--- src/design/dkrs_pkg.sv ---
// ----------------------------------------------------------------------------
// dkrs_pkg
// Shared types and constants for the date-keyed record sorter.
// ----------------------------------------------------------------------------
`default_nettype none

package dkrs_pkg;

  localparam int unsigned YEAR_W        = 12;
  localparam int unsigned MONTH_W       = 4;
  localparam int unsigned DAY_W         = 5;
  localparam int unsigned HANDLE_W      = 16;
  localparam int unsigned KEY_W         = YEAR_W + MONTH_W + DAY_W;
  localparam int unsigned DEFAULT_DEPTH = 64;

  // Payload carried by every cell: packed date key and handle.
  typedef struct packed {
    logic [KEY_W-1:0]    key;
    logic [HANDLE_W-1:0] handle;
  } rec_t;

  // Chain-wide command broadcast to all cells.
  typedef struct packed {
    logic insert;  // place the broadcast record, shift the tail up
    logic drain;   // shift every cell one place toward the head
  } ctrl_t;

  typedef enum logic [1:0] {
    ST_IDLE  = 2'b01,
    ST_DRAIN = 2'b10
  } state_e;

endpackage

`default_nettype wire

--- src/design/dkrs_cell.sv ---
// ----------------------------------------------------------------------------
// dkrs_cell
// One slot of the insertion chain: holds one record and its valid bit.
// ----------------------------------------------------------------------------
`default_nettype none

module dkrs_cell (
  input  logic           clk_i,
  input  logic           rst_ni,
  input  dkrs_pkg::ctrl_t ctrl_i,
  input  dkrs_pkg::rec_t  new_i,        // broadcast record
  input  dkrs_pkg::rec_t  prev_i,       // neighbor toward the head
  input  logic           prev_valid_i,
  input  logic           prev_take_i,  // neighbor toward the head takes too
  input  dkrs_pkg::rec_t  next_i,       // neighbor toward the tail
  input  logic           next_valid_i,
  output dkrs_pkg::rec_t  rec_o,
  output logic           valid_o,
  output logic           take_o
);
  import dkrs_pkg::*;

  rec_t rec_q, rec_d;
  logic valid_q, valid_d;

  // Slot is at or past the insertion point: empty, or strictly later key.
  // Equal keys stay ahead, so equal dates keep arrival order.
  assign take_o = !valid_q || (rec_q.key > new_i.key);

  always_comb begin
    rec_d   = rec_q;
    valid_d = valid_q;
    if (ctrl_i.drain) begin
      rec_d   = next_i;
      valid_d = next_valid_i;
    end else if (ctrl_i.insert && take_o) begin
      if (prev_take_i) begin
        rec_d   = prev_i;
        valid_d = prev_valid_i;
      end else begin
        rec_d   = new_i;
        valid_d = 1'b1;
      end
    end
  end

  always_ff @(posedge clk_i or negedge rst_ni) begin
    if (!rst_ni) begin
      valid_q <= 1'b0;
    end else begin
      valid_q <= valid_d;
    end
  end

  always_ff @(posedge clk_i) begin
    rec_q <= rec_d;
  end

  assign rec_o   = rec_q;
  assign valid_o = valid_q;

endmodule

`default_nettype wire

--- config.mk ---
export PLATFORM = sky130hd
export DESIGN_NAME = dkrs_cell
export DESIGN_NICKNAME = d
export VERILOG_FILES = /design/src/design/dkrs_pkg.sv /design/src/design/dkrs_cell.sv
export SDC_FILE = /design/constraint.sdc
export NUM_CORES = 1
export LEC_CHECK = 0
export CAP_MARGIN = 5
export CORE_MARGIN = 2
export CORE_UTILIZATION = 55
export CTS_BUF_LIST = sky130_fd_sc_hd__clkbuf_4
export DETAILED_ROUTE_END_ITERATION = 8
export DONT_BUFFER_PORTS = 1
export PLACE_DENSITY = 0.84
export SYNTH_ARGS = -nofsm -noshare
export SYNTH_HDL_FRONTEND = slang
export SYNTH_SLANG_ARGS = --single-unit
--- constraint.sdc ---
create_clock -name clk_i -period 3.45 [get_ports clk_i]
set_input_delay 0.345 -clock clk_i [delete_from_list [all_inputs] [get_ports clk_i]]
set_output_delay 0.345 -clock clk_i [all_outputs]
set_load 0.02 [all_outputs]
==> results of run 1 <==
-- cell type report --
class | count | area, um2 | share of cell area
Clock buffer | 8 | 60.1 | 0.0228
Tap cell | 52 | 65.1 | 0.0247
Multi-Input combinational cell | 172 | 1250 | 0.477
Timing Repair Buffer | 3 | 25.0 | 0.00951
Inverter | 24 | 90.1 | 0.0343
Sequential cell | 38 | 1140 | 0.432
-- power by group through the flow --
stage          combinational (uW)  sequential (uW)  clock, uW
3_5_place_dp                  194              700          0
6_report                      192              687        244
2_1_floorplan                 171              687          0
4_1_cts                       196              689        250
5_1_grt                       220              694        271
3_3_place_gp                  189              697          0
-- placed cells by master (no fill, tap or decap) --
master         instances
and4b_1                1
ha_1                  21
a21o_1                 3
mux2i_1               37
o31ai_1                1
and3_2                 1
or2b_1                 1
nand4_4                1
nor2_1                 4
clkbuf_4               8
dlygate4sd3_1          1
inv_1                 24
edfxtp_1              37
o31a_1                 1
o21ai_0               40
and4bb_4               1
nand4_2                2
nand4_1                1
a21oi_1                7
o221ai_4               1
o21ai_1                1
a222oi_1               1
nor3_1                 1
nor4_2                 1
a2bb2oi_1              1
o21a_1                 1
nand3_1                1
dfrtp_1                1
buf_4                  2
nand2_1               42
-- logic make-up after synthesis --
logic type	Yosys count
AO/OA/AOI/OAI	57
AND/OR/NAND/NOR	57
flip-flops	38
multiplexers	37
buffers and inverters	36
adder cells (fa/ha/maj)	21
-- cells in the mapped netlist, drive strengths merged --
master / count / area, um2
a21oi: 7 / 35.0
dfrtp: 1 / 25.0
nor3: 1 / 5.00
nand3: 1 / 5.00
nand2: 42 / 158
buf: 4 / 20.0
o31a: 1 / 8.76
and3: 1 / 7.51
nor2: 4 / 15.0
or2b: 1 / 7.51
o21ai: 41 / 205
inv: 24 / 90.1
ha: 21 / 263
nor4: 1 / 12.5
o31ai: 1 / 7.51
and4b: 1 / 10.0
a21o: 3 / 22.5
clkbuf: 8 / 30.0
a222oi: 1 / 10.0
a2bb2oi: 1 / 8.76
o21a: 1 / 7.51
o221ai: 1 / 8.76
and4bb: 1 / 16.3
edfxtp: 37 / 1110
mux2i: 37 / 370
nand4: 4 / 52.6
-- routing by layer --
layer,share of wire,global-route usage,up-vias
li1,-,-,882
met1,0.38,0.233,762
met2,0.51,0.367,100
met3,0.099,0.0675,4
met4,0.0086,0.0545,0
met5,0,0,-
-- timing repair --
item | 4_1_cts | 5_1_grt
hold buffers | 1 | 0
gates resized for setup | 0 | 0
endpoints found under the hold margin | 1 | 0
setup buffers | 0 | 0
-- stage by stage --
stage / setup WS [ns] / hold WS [ns]
floorplan: 0.347 / 0.0494
global placement: 0.711 / 0.0495
detailed placement: 0.607 / 0.0495
CTS: 0.519 / 0.186
global route: 0.383 / 0.187
finish: 0.568 / 0.194
-- state kept, by name, summed over array words and instances, names as in the netlist --
name / count
rec_o: 37
valid_o: 1
-- how the worst max path moves through the flow --
stage | start | cells after the start | end | slack, ns
after CTS | rec_o[36] | 6 | take_o | 0.52
after global placement | rec_o[36] | 7 | rec_o[16] | 0.71
after floorplan | rec_o[36] | 6 | rec_o[0] | 0.35
final | rec_o[34] | 6 | take_o | 0.57
after detailed placement | rec_o[36] | 7 | rec_o[12] | 0.61
after global routing | rec_o[35] | 6 | take_o | 0.38
==> summary.txt, run 1 <==
Run status
  – Status: completed

Pwr
  – Part of the power in registers: 0.612
  – Static Leak: 0.00119 uW
  – Clock share of power: 0.217
  – Final Total Pwr: 1120 uW
  – Worst IR Drop VDD: 0.000289 V
  – Pwr Density: 427 nW/um2
  – Internal: 778 uW
  – Switch Pwr: 346 uW
  – Comb power frac: 0.171
  – Net Sw Frac: 0.308

Clocking
  – Clock buffer depth: 2
  – Clock Sinks: 38
  – CTS root buf: clkbuf_4
  – Clock slew at reported path FFs: 0.12 ns
  – Inserted Clock Buffers: 5
  – Clk_lat worst skew: 0.34 ns
  – CTS H-tree lvls: 2
  – CTS tree: yes

Logic synthesis
  – Cells after Synth: 246
  – Yosys warns: 0
  – Post-synthesis mux area share: 0.147
  – Post-synthesis xor/xnor area fraction: 0
  – Mapped cell area: 2510 um2
  – Syn nets: 385
  – Simple-gate share of the synthesized area: 0.115
  – Adder-Cell Fraction of Synth Area: 0.105
  – Seq/Total Area, Yosys: 0.452
  – Largest family of logic cells by synthesized area: multiplexers
  – Synth Register Bits: 38
  – Syn Area/Cell: 10.2 um2
  – Yosys cell types: 29
  – Compound-gate portion of the synthesized area: 0.125

Worst hold path
  – Hold Crit Class: in -> reg
  – Min-Delay Endpoint: rec_o[1]
  – Hold Path Cell Cnt: 2
  – Hold path startpoint: next_i[1]

Timing
  – Tmin final: 2.88 ns
  – Max Slew Vio Count: 0
  – Slew margin rel.: 0.646
  – Aggregate negative setup slack: 0 ns
  – Worst-margin pin slew: 0.532 ns
  – # setup viols final: 0
  – Fmax: 347 MHz
  – Final worst-path cycle share: 0.836
  – Worst Skew: 0.00941 ns
  – RSZ-0062 raised after global routing: no
  – Final hold violations: 0

Cells and area
  – Fin nets: 383
  – Ant diodes: 0
  – Fillcell total: 380
  – Fin cells: 297
  – P&R area growth vs syn: 4.68%
  – Post-layout util: 0.600
  – Fraction of layout instances using a drive strength above 1: 0.0694
  – Cell area after layout: 2630 um2

Place
  – HPWL after detailed placement: 4140 um
  – # port buffers: 0
  – Placed insts: 288
  – Placed inst area: 2560 um2
  – GPL Wtd Cong: 0.769

Critical path
  – Critical path's largest stage delay: 0.53 ns
  – Setup crit end kind: output port
  – Reg2reg start: rec_o[34]
  – Critical path class: reg -> out
  – R2r worst-path depth: 7
  – Worst-path fanout max: 4
  – Worst endpoint data arrival time: 2.54 ns
  – Crit path cell chain: ha_1, nand4_2, nor4_2, o31ai_1, and4bb_4, o21ai_1
  – Reg2reg setup slack: 0.61 ns
  – Setup crit start kind: flip-flop
  – WP buf/inv: 0
  – Reg-to-reg endpoint: rec_o[17]
  – Crit path required time: 3.11 ns
  – Crit path max-delay family: simple AND/OR/NAND/NOR gates
  – Worst path slowest cell: edfxtp_1

Drt
  – DRT iter0 DRCs: 36
  – Routed WL: 5220 um
  – Remaining DRCs: 0
  – Vias per cell: 5.89
  – Post-route antenna net violation count: 0
  – WL per Instance: 17.6 um
  – Via count: 1748
  – DR pass1 iterations: 5

Global route
  – Vias in the first global route: 1690
  – First-pass GRT wire length: 7900 um
  – Initial antenna violation count: 0
  – Total track usage: 0.205
  – Largest net degree at the start of global routing: 77
  – Total global routing overflow: 0

Job
  – Max cap viols: 0

Floorplanning
  – Initial Util: 0.573
  – Die width: 71.6 um
  – IO Pins: 157
  – Rows: 24
  – Die area: 5120 um2
  – Core footprint: 4380 um2
  – Die Span Y: 71.6 um
Power figures use the tool's default switching activity.
==> inputs of run 2 (changes only) <==
Settings changed: PLACE_DENSITY 0.84 to 0.81.
Clock period 3.45 ns to 2.9 ns, I/O delays scaled along.
==> run 2 against run 1 <==
Design area grew 0.76%. Register-to-register slack worse by 0.28 ns. Die area unchanged. Sequential cell count did not move. Sequential power up 18%. Setup slack worse by 0.35 ns. Core utilization rose by 0.46 points. First-iteration DRC count up 64%. Count of clock-buffer cells in the layout shrank 3.
==> summary.txt, run 2 (same netlist as run 1, synthesis figures left out) <==
Timing
  – Max Slew Vio Count: 0 (unchanged)
  – Final hold violations: 0 (unchanged)
  – Tmin final: 2.68 ns
  – RSZ-0062 raised after global routing: no (unchanged)
  – Final worst-path cycle share: 0.925
  – # setup viols final: 0 (unchanged)
  – Worst Skew: 0.0114 ns (was 0.00941 ns)
  – Aggregate negative setup slack: 0 ns (unchanged)
  – Fmax: 373 MHz
  – Worst-margin pin slew: 0.391 ns (was 0.532 ns)
  – Slew margin rel.: 0.740 (was 0.646)

Drt
  – DR pass1 iterations: 6 (was 5)
  – Routed WL: 5450 um (was 5220 um)
  – Via count: 1784 (was 1748)
  – WL per Instance: 18.2 um (was 17.6 um)
  – Remaining DRCs: 0 (unchanged)
  – Post-route antenna net violation count: 0 (unchanged)
  – DRT iter0 DRCs: 59 (was 36)
  – Vias per cell: 5.95 (was 5.89)

Global route
  – Initial antenna violation count: 0 (unchanged)
  – First-pass GRT wire length: 8030 um (was 7900 um)
  – Vias in the first global route: 1772 (was 1690)
  – Largest net degree at the start of global routing: 77 (unchanged)
  – Total global routing overflow: 0 (unchanged)
  – Total track usage: 0.206 (was 0.205)

Critical path
  – Setup crit start kind: flip-flop (unchanged)
  – Worst-path fanout max: 3 (was 4)
  – Critical path class: reg -> out (unchanged)
  – Crit path required time: 2.61 ns (was 3.11 ns)
  – Setup crit end kind: output port (unchanged)
  – Worst path slowest cell: edfxtp_1 (unchanged)
  – Worst endpoint data arrival time: 2.39 ns (was 2.54 ns)
  – Crit path cell chain: ha_1, nand4_4, nor4_2, o31ai_1, and4bb_4, o21ai_2 (was ha_1, nand4_2, nor4_2, o31ai_1, and4bb_4, o21ai_1)
  – Critical path's largest stage delay: 0.52 ns (was 0.53 ns)

Floorplanning
  – Rows: 24 (unchanged)
  – Die Span Y: 71.6 um (unchanged)
  – Die width: 71.6 um (unchanged)
  – Die area: 5120 um2 (unchanged)
  – IO Pins: 157 (unchanged)
  – Core footprint: 4380 um2 (unchanged)
  – Initial Util: 0.573 (unchanged)

Place
  – HPWL after detailed placement: 4300 um (was 4140 um)
  – GPL Wtd Cong: 0.766 (was 0.769)
  – # port buffers: 0 (unchanged)

Cells and area
  – Fin nets: 386 (was 383)
  – Fillcell total: 376 (was 380)
  – Flip-flop count of the largest register after layout: 37 (unchanged)
  – Most frequent cells in the layout: nand2_1, o21ai_0, mux2i_1, edfxtp_1, inv_1 (unchanged)
  – Post-layout util: 0.604 (was 0.600)
  – Ant diodes: 0 (unchanged)
  – P&R area growth vs syn: 5.48% (was 4.68%)
  – Commonest non-fill, non-tap cell in the layout: nand2_1 (unchanged)
  – Fraction of layout instances using a drive strength above 1: 0.0806 (was 0.0694)

Worst hold path
  – Hold Crit Class: in -> reg (unchanged)

Clocking
  – Clk_lat worst skew: 0.34 ns (about the same)
  – Post-CTS setup buffer count: 0 (unchanged)
  – CTS tree: yes (unchanged)
  – Clock Sinks: 38 (unchanged)
  – Clock slew at reported path FFs: 0.12 ns (about the same)
  – CTS H-tree lvls: 2 (unchanged)
  – Inserted Clock Buffers: 5 (unchanged)
  – CTS root buf: clkbuf_4 (unchanged)
  – Clock buffer depth: 2 (unchanged)

Pwr
  – Pwr Density: 499 nW/um2 (was 427 nW/um2)
  – Worst IR Drop VDD: 0.000242 V (was 0.000289 V)
  – Static Leak: 0.00120 uW (was 0.00119 uW)

Run status
  – Status: completed (unchanged)

Job
  – Max cap viols: 0 (unchanged)
==> run 2: cell types whose count changed in the layout (fill, tap and decap cells not counted) <==
cell / delta
buf_4: +3
clkbuf_4: -3
clkinv_1: +1
clkinv_2: +1
clkinvlp_4: +1
o21ai_1: -1
o21ai_2: +1
==> run 2: cell type report <==
type / count / area (um2) / area share
Inverter: 24 / 90.1 / 0.0340
Clock buffer: 5 / 37.5 / 0.0142
Sequential cell: 38 / 1140 / 0.429
Timing Repair Buffer: 6 / 47.5 / 0.0179
Tap cell: 52 / 65.1 / 0.0246
Clock inverter: 3 / 16.3 / 0.00614
Multi-Input combinational cell: 172 / 1260 / 0.475
==> run 2: timing repair <==
action	4_1_cts	5_1_grt
hold endpoints to repair	1	0
gates resized for setup	0	1
endpoints found under the setup margin	0	1
hold buffers	1	0
==> run 2: worst paths after layout <==
path / startpoint / end / slack (ns) / depth (start not counted)
max: rec_o[32] / take_o / 0.22 / 6
min: next_i[36] / rec_o[36] / 0.14 / 2
min in group asynchronous: rst_ni / valid_o / 0.15 / 1
min reg2reg: valid_o / valid_o / 0.89 / 3
max in group asynchronous: rst_ni / valid_o / 2.65 / 1
max reg2reg: rec_o[32] / rec_o[22] / 0.33 / 7
==> run 2: per-stage QoR <==
step                power [uW]  cell area, um2  std cells  setup WS (ns)  hold slack [ns]
global placement          1060            2580        291          0.403         -0.00550
global route              1390            2650        300         0.0757            0.114
detailed placement        1070            2580        291          0.353         -0.00551
finish                    1320            2650        300          0.217            0.138
CTS                       1340            2650        300         0.0638            0.119
floorplan                 1020            2530        246          0.205         -0.00559
==> run 2: worst max-delay path: cells and delay by family, from the launching register on <==
family                     cells  cell delay [ns]
AOI/OAI and AO/OA              2             0.42
adders and majority gates      1             0.41
DFF                            1             0.52
and+or+nand+nor                3             0.71
==> run 2: per-layer routing <==
layer  part of all wire  global-route usage
met1               0.36               0.227
met4              0.014              0.0608
met3              0.093              0.0647
met5                  0                   0
met2               0.53               0.377
==> run 2: report_power, final <==
part | leakage, uW | total (uW) | switching [uW] | internal, uW
combinational | 0.000781 | 247 | 133 | 114
clock | 0.0000286 | 266 | 176 | 90.2
sequential | 0.000390 | 810 | 117 | 693
total | 0.00120 | 1320 | 426 | 897
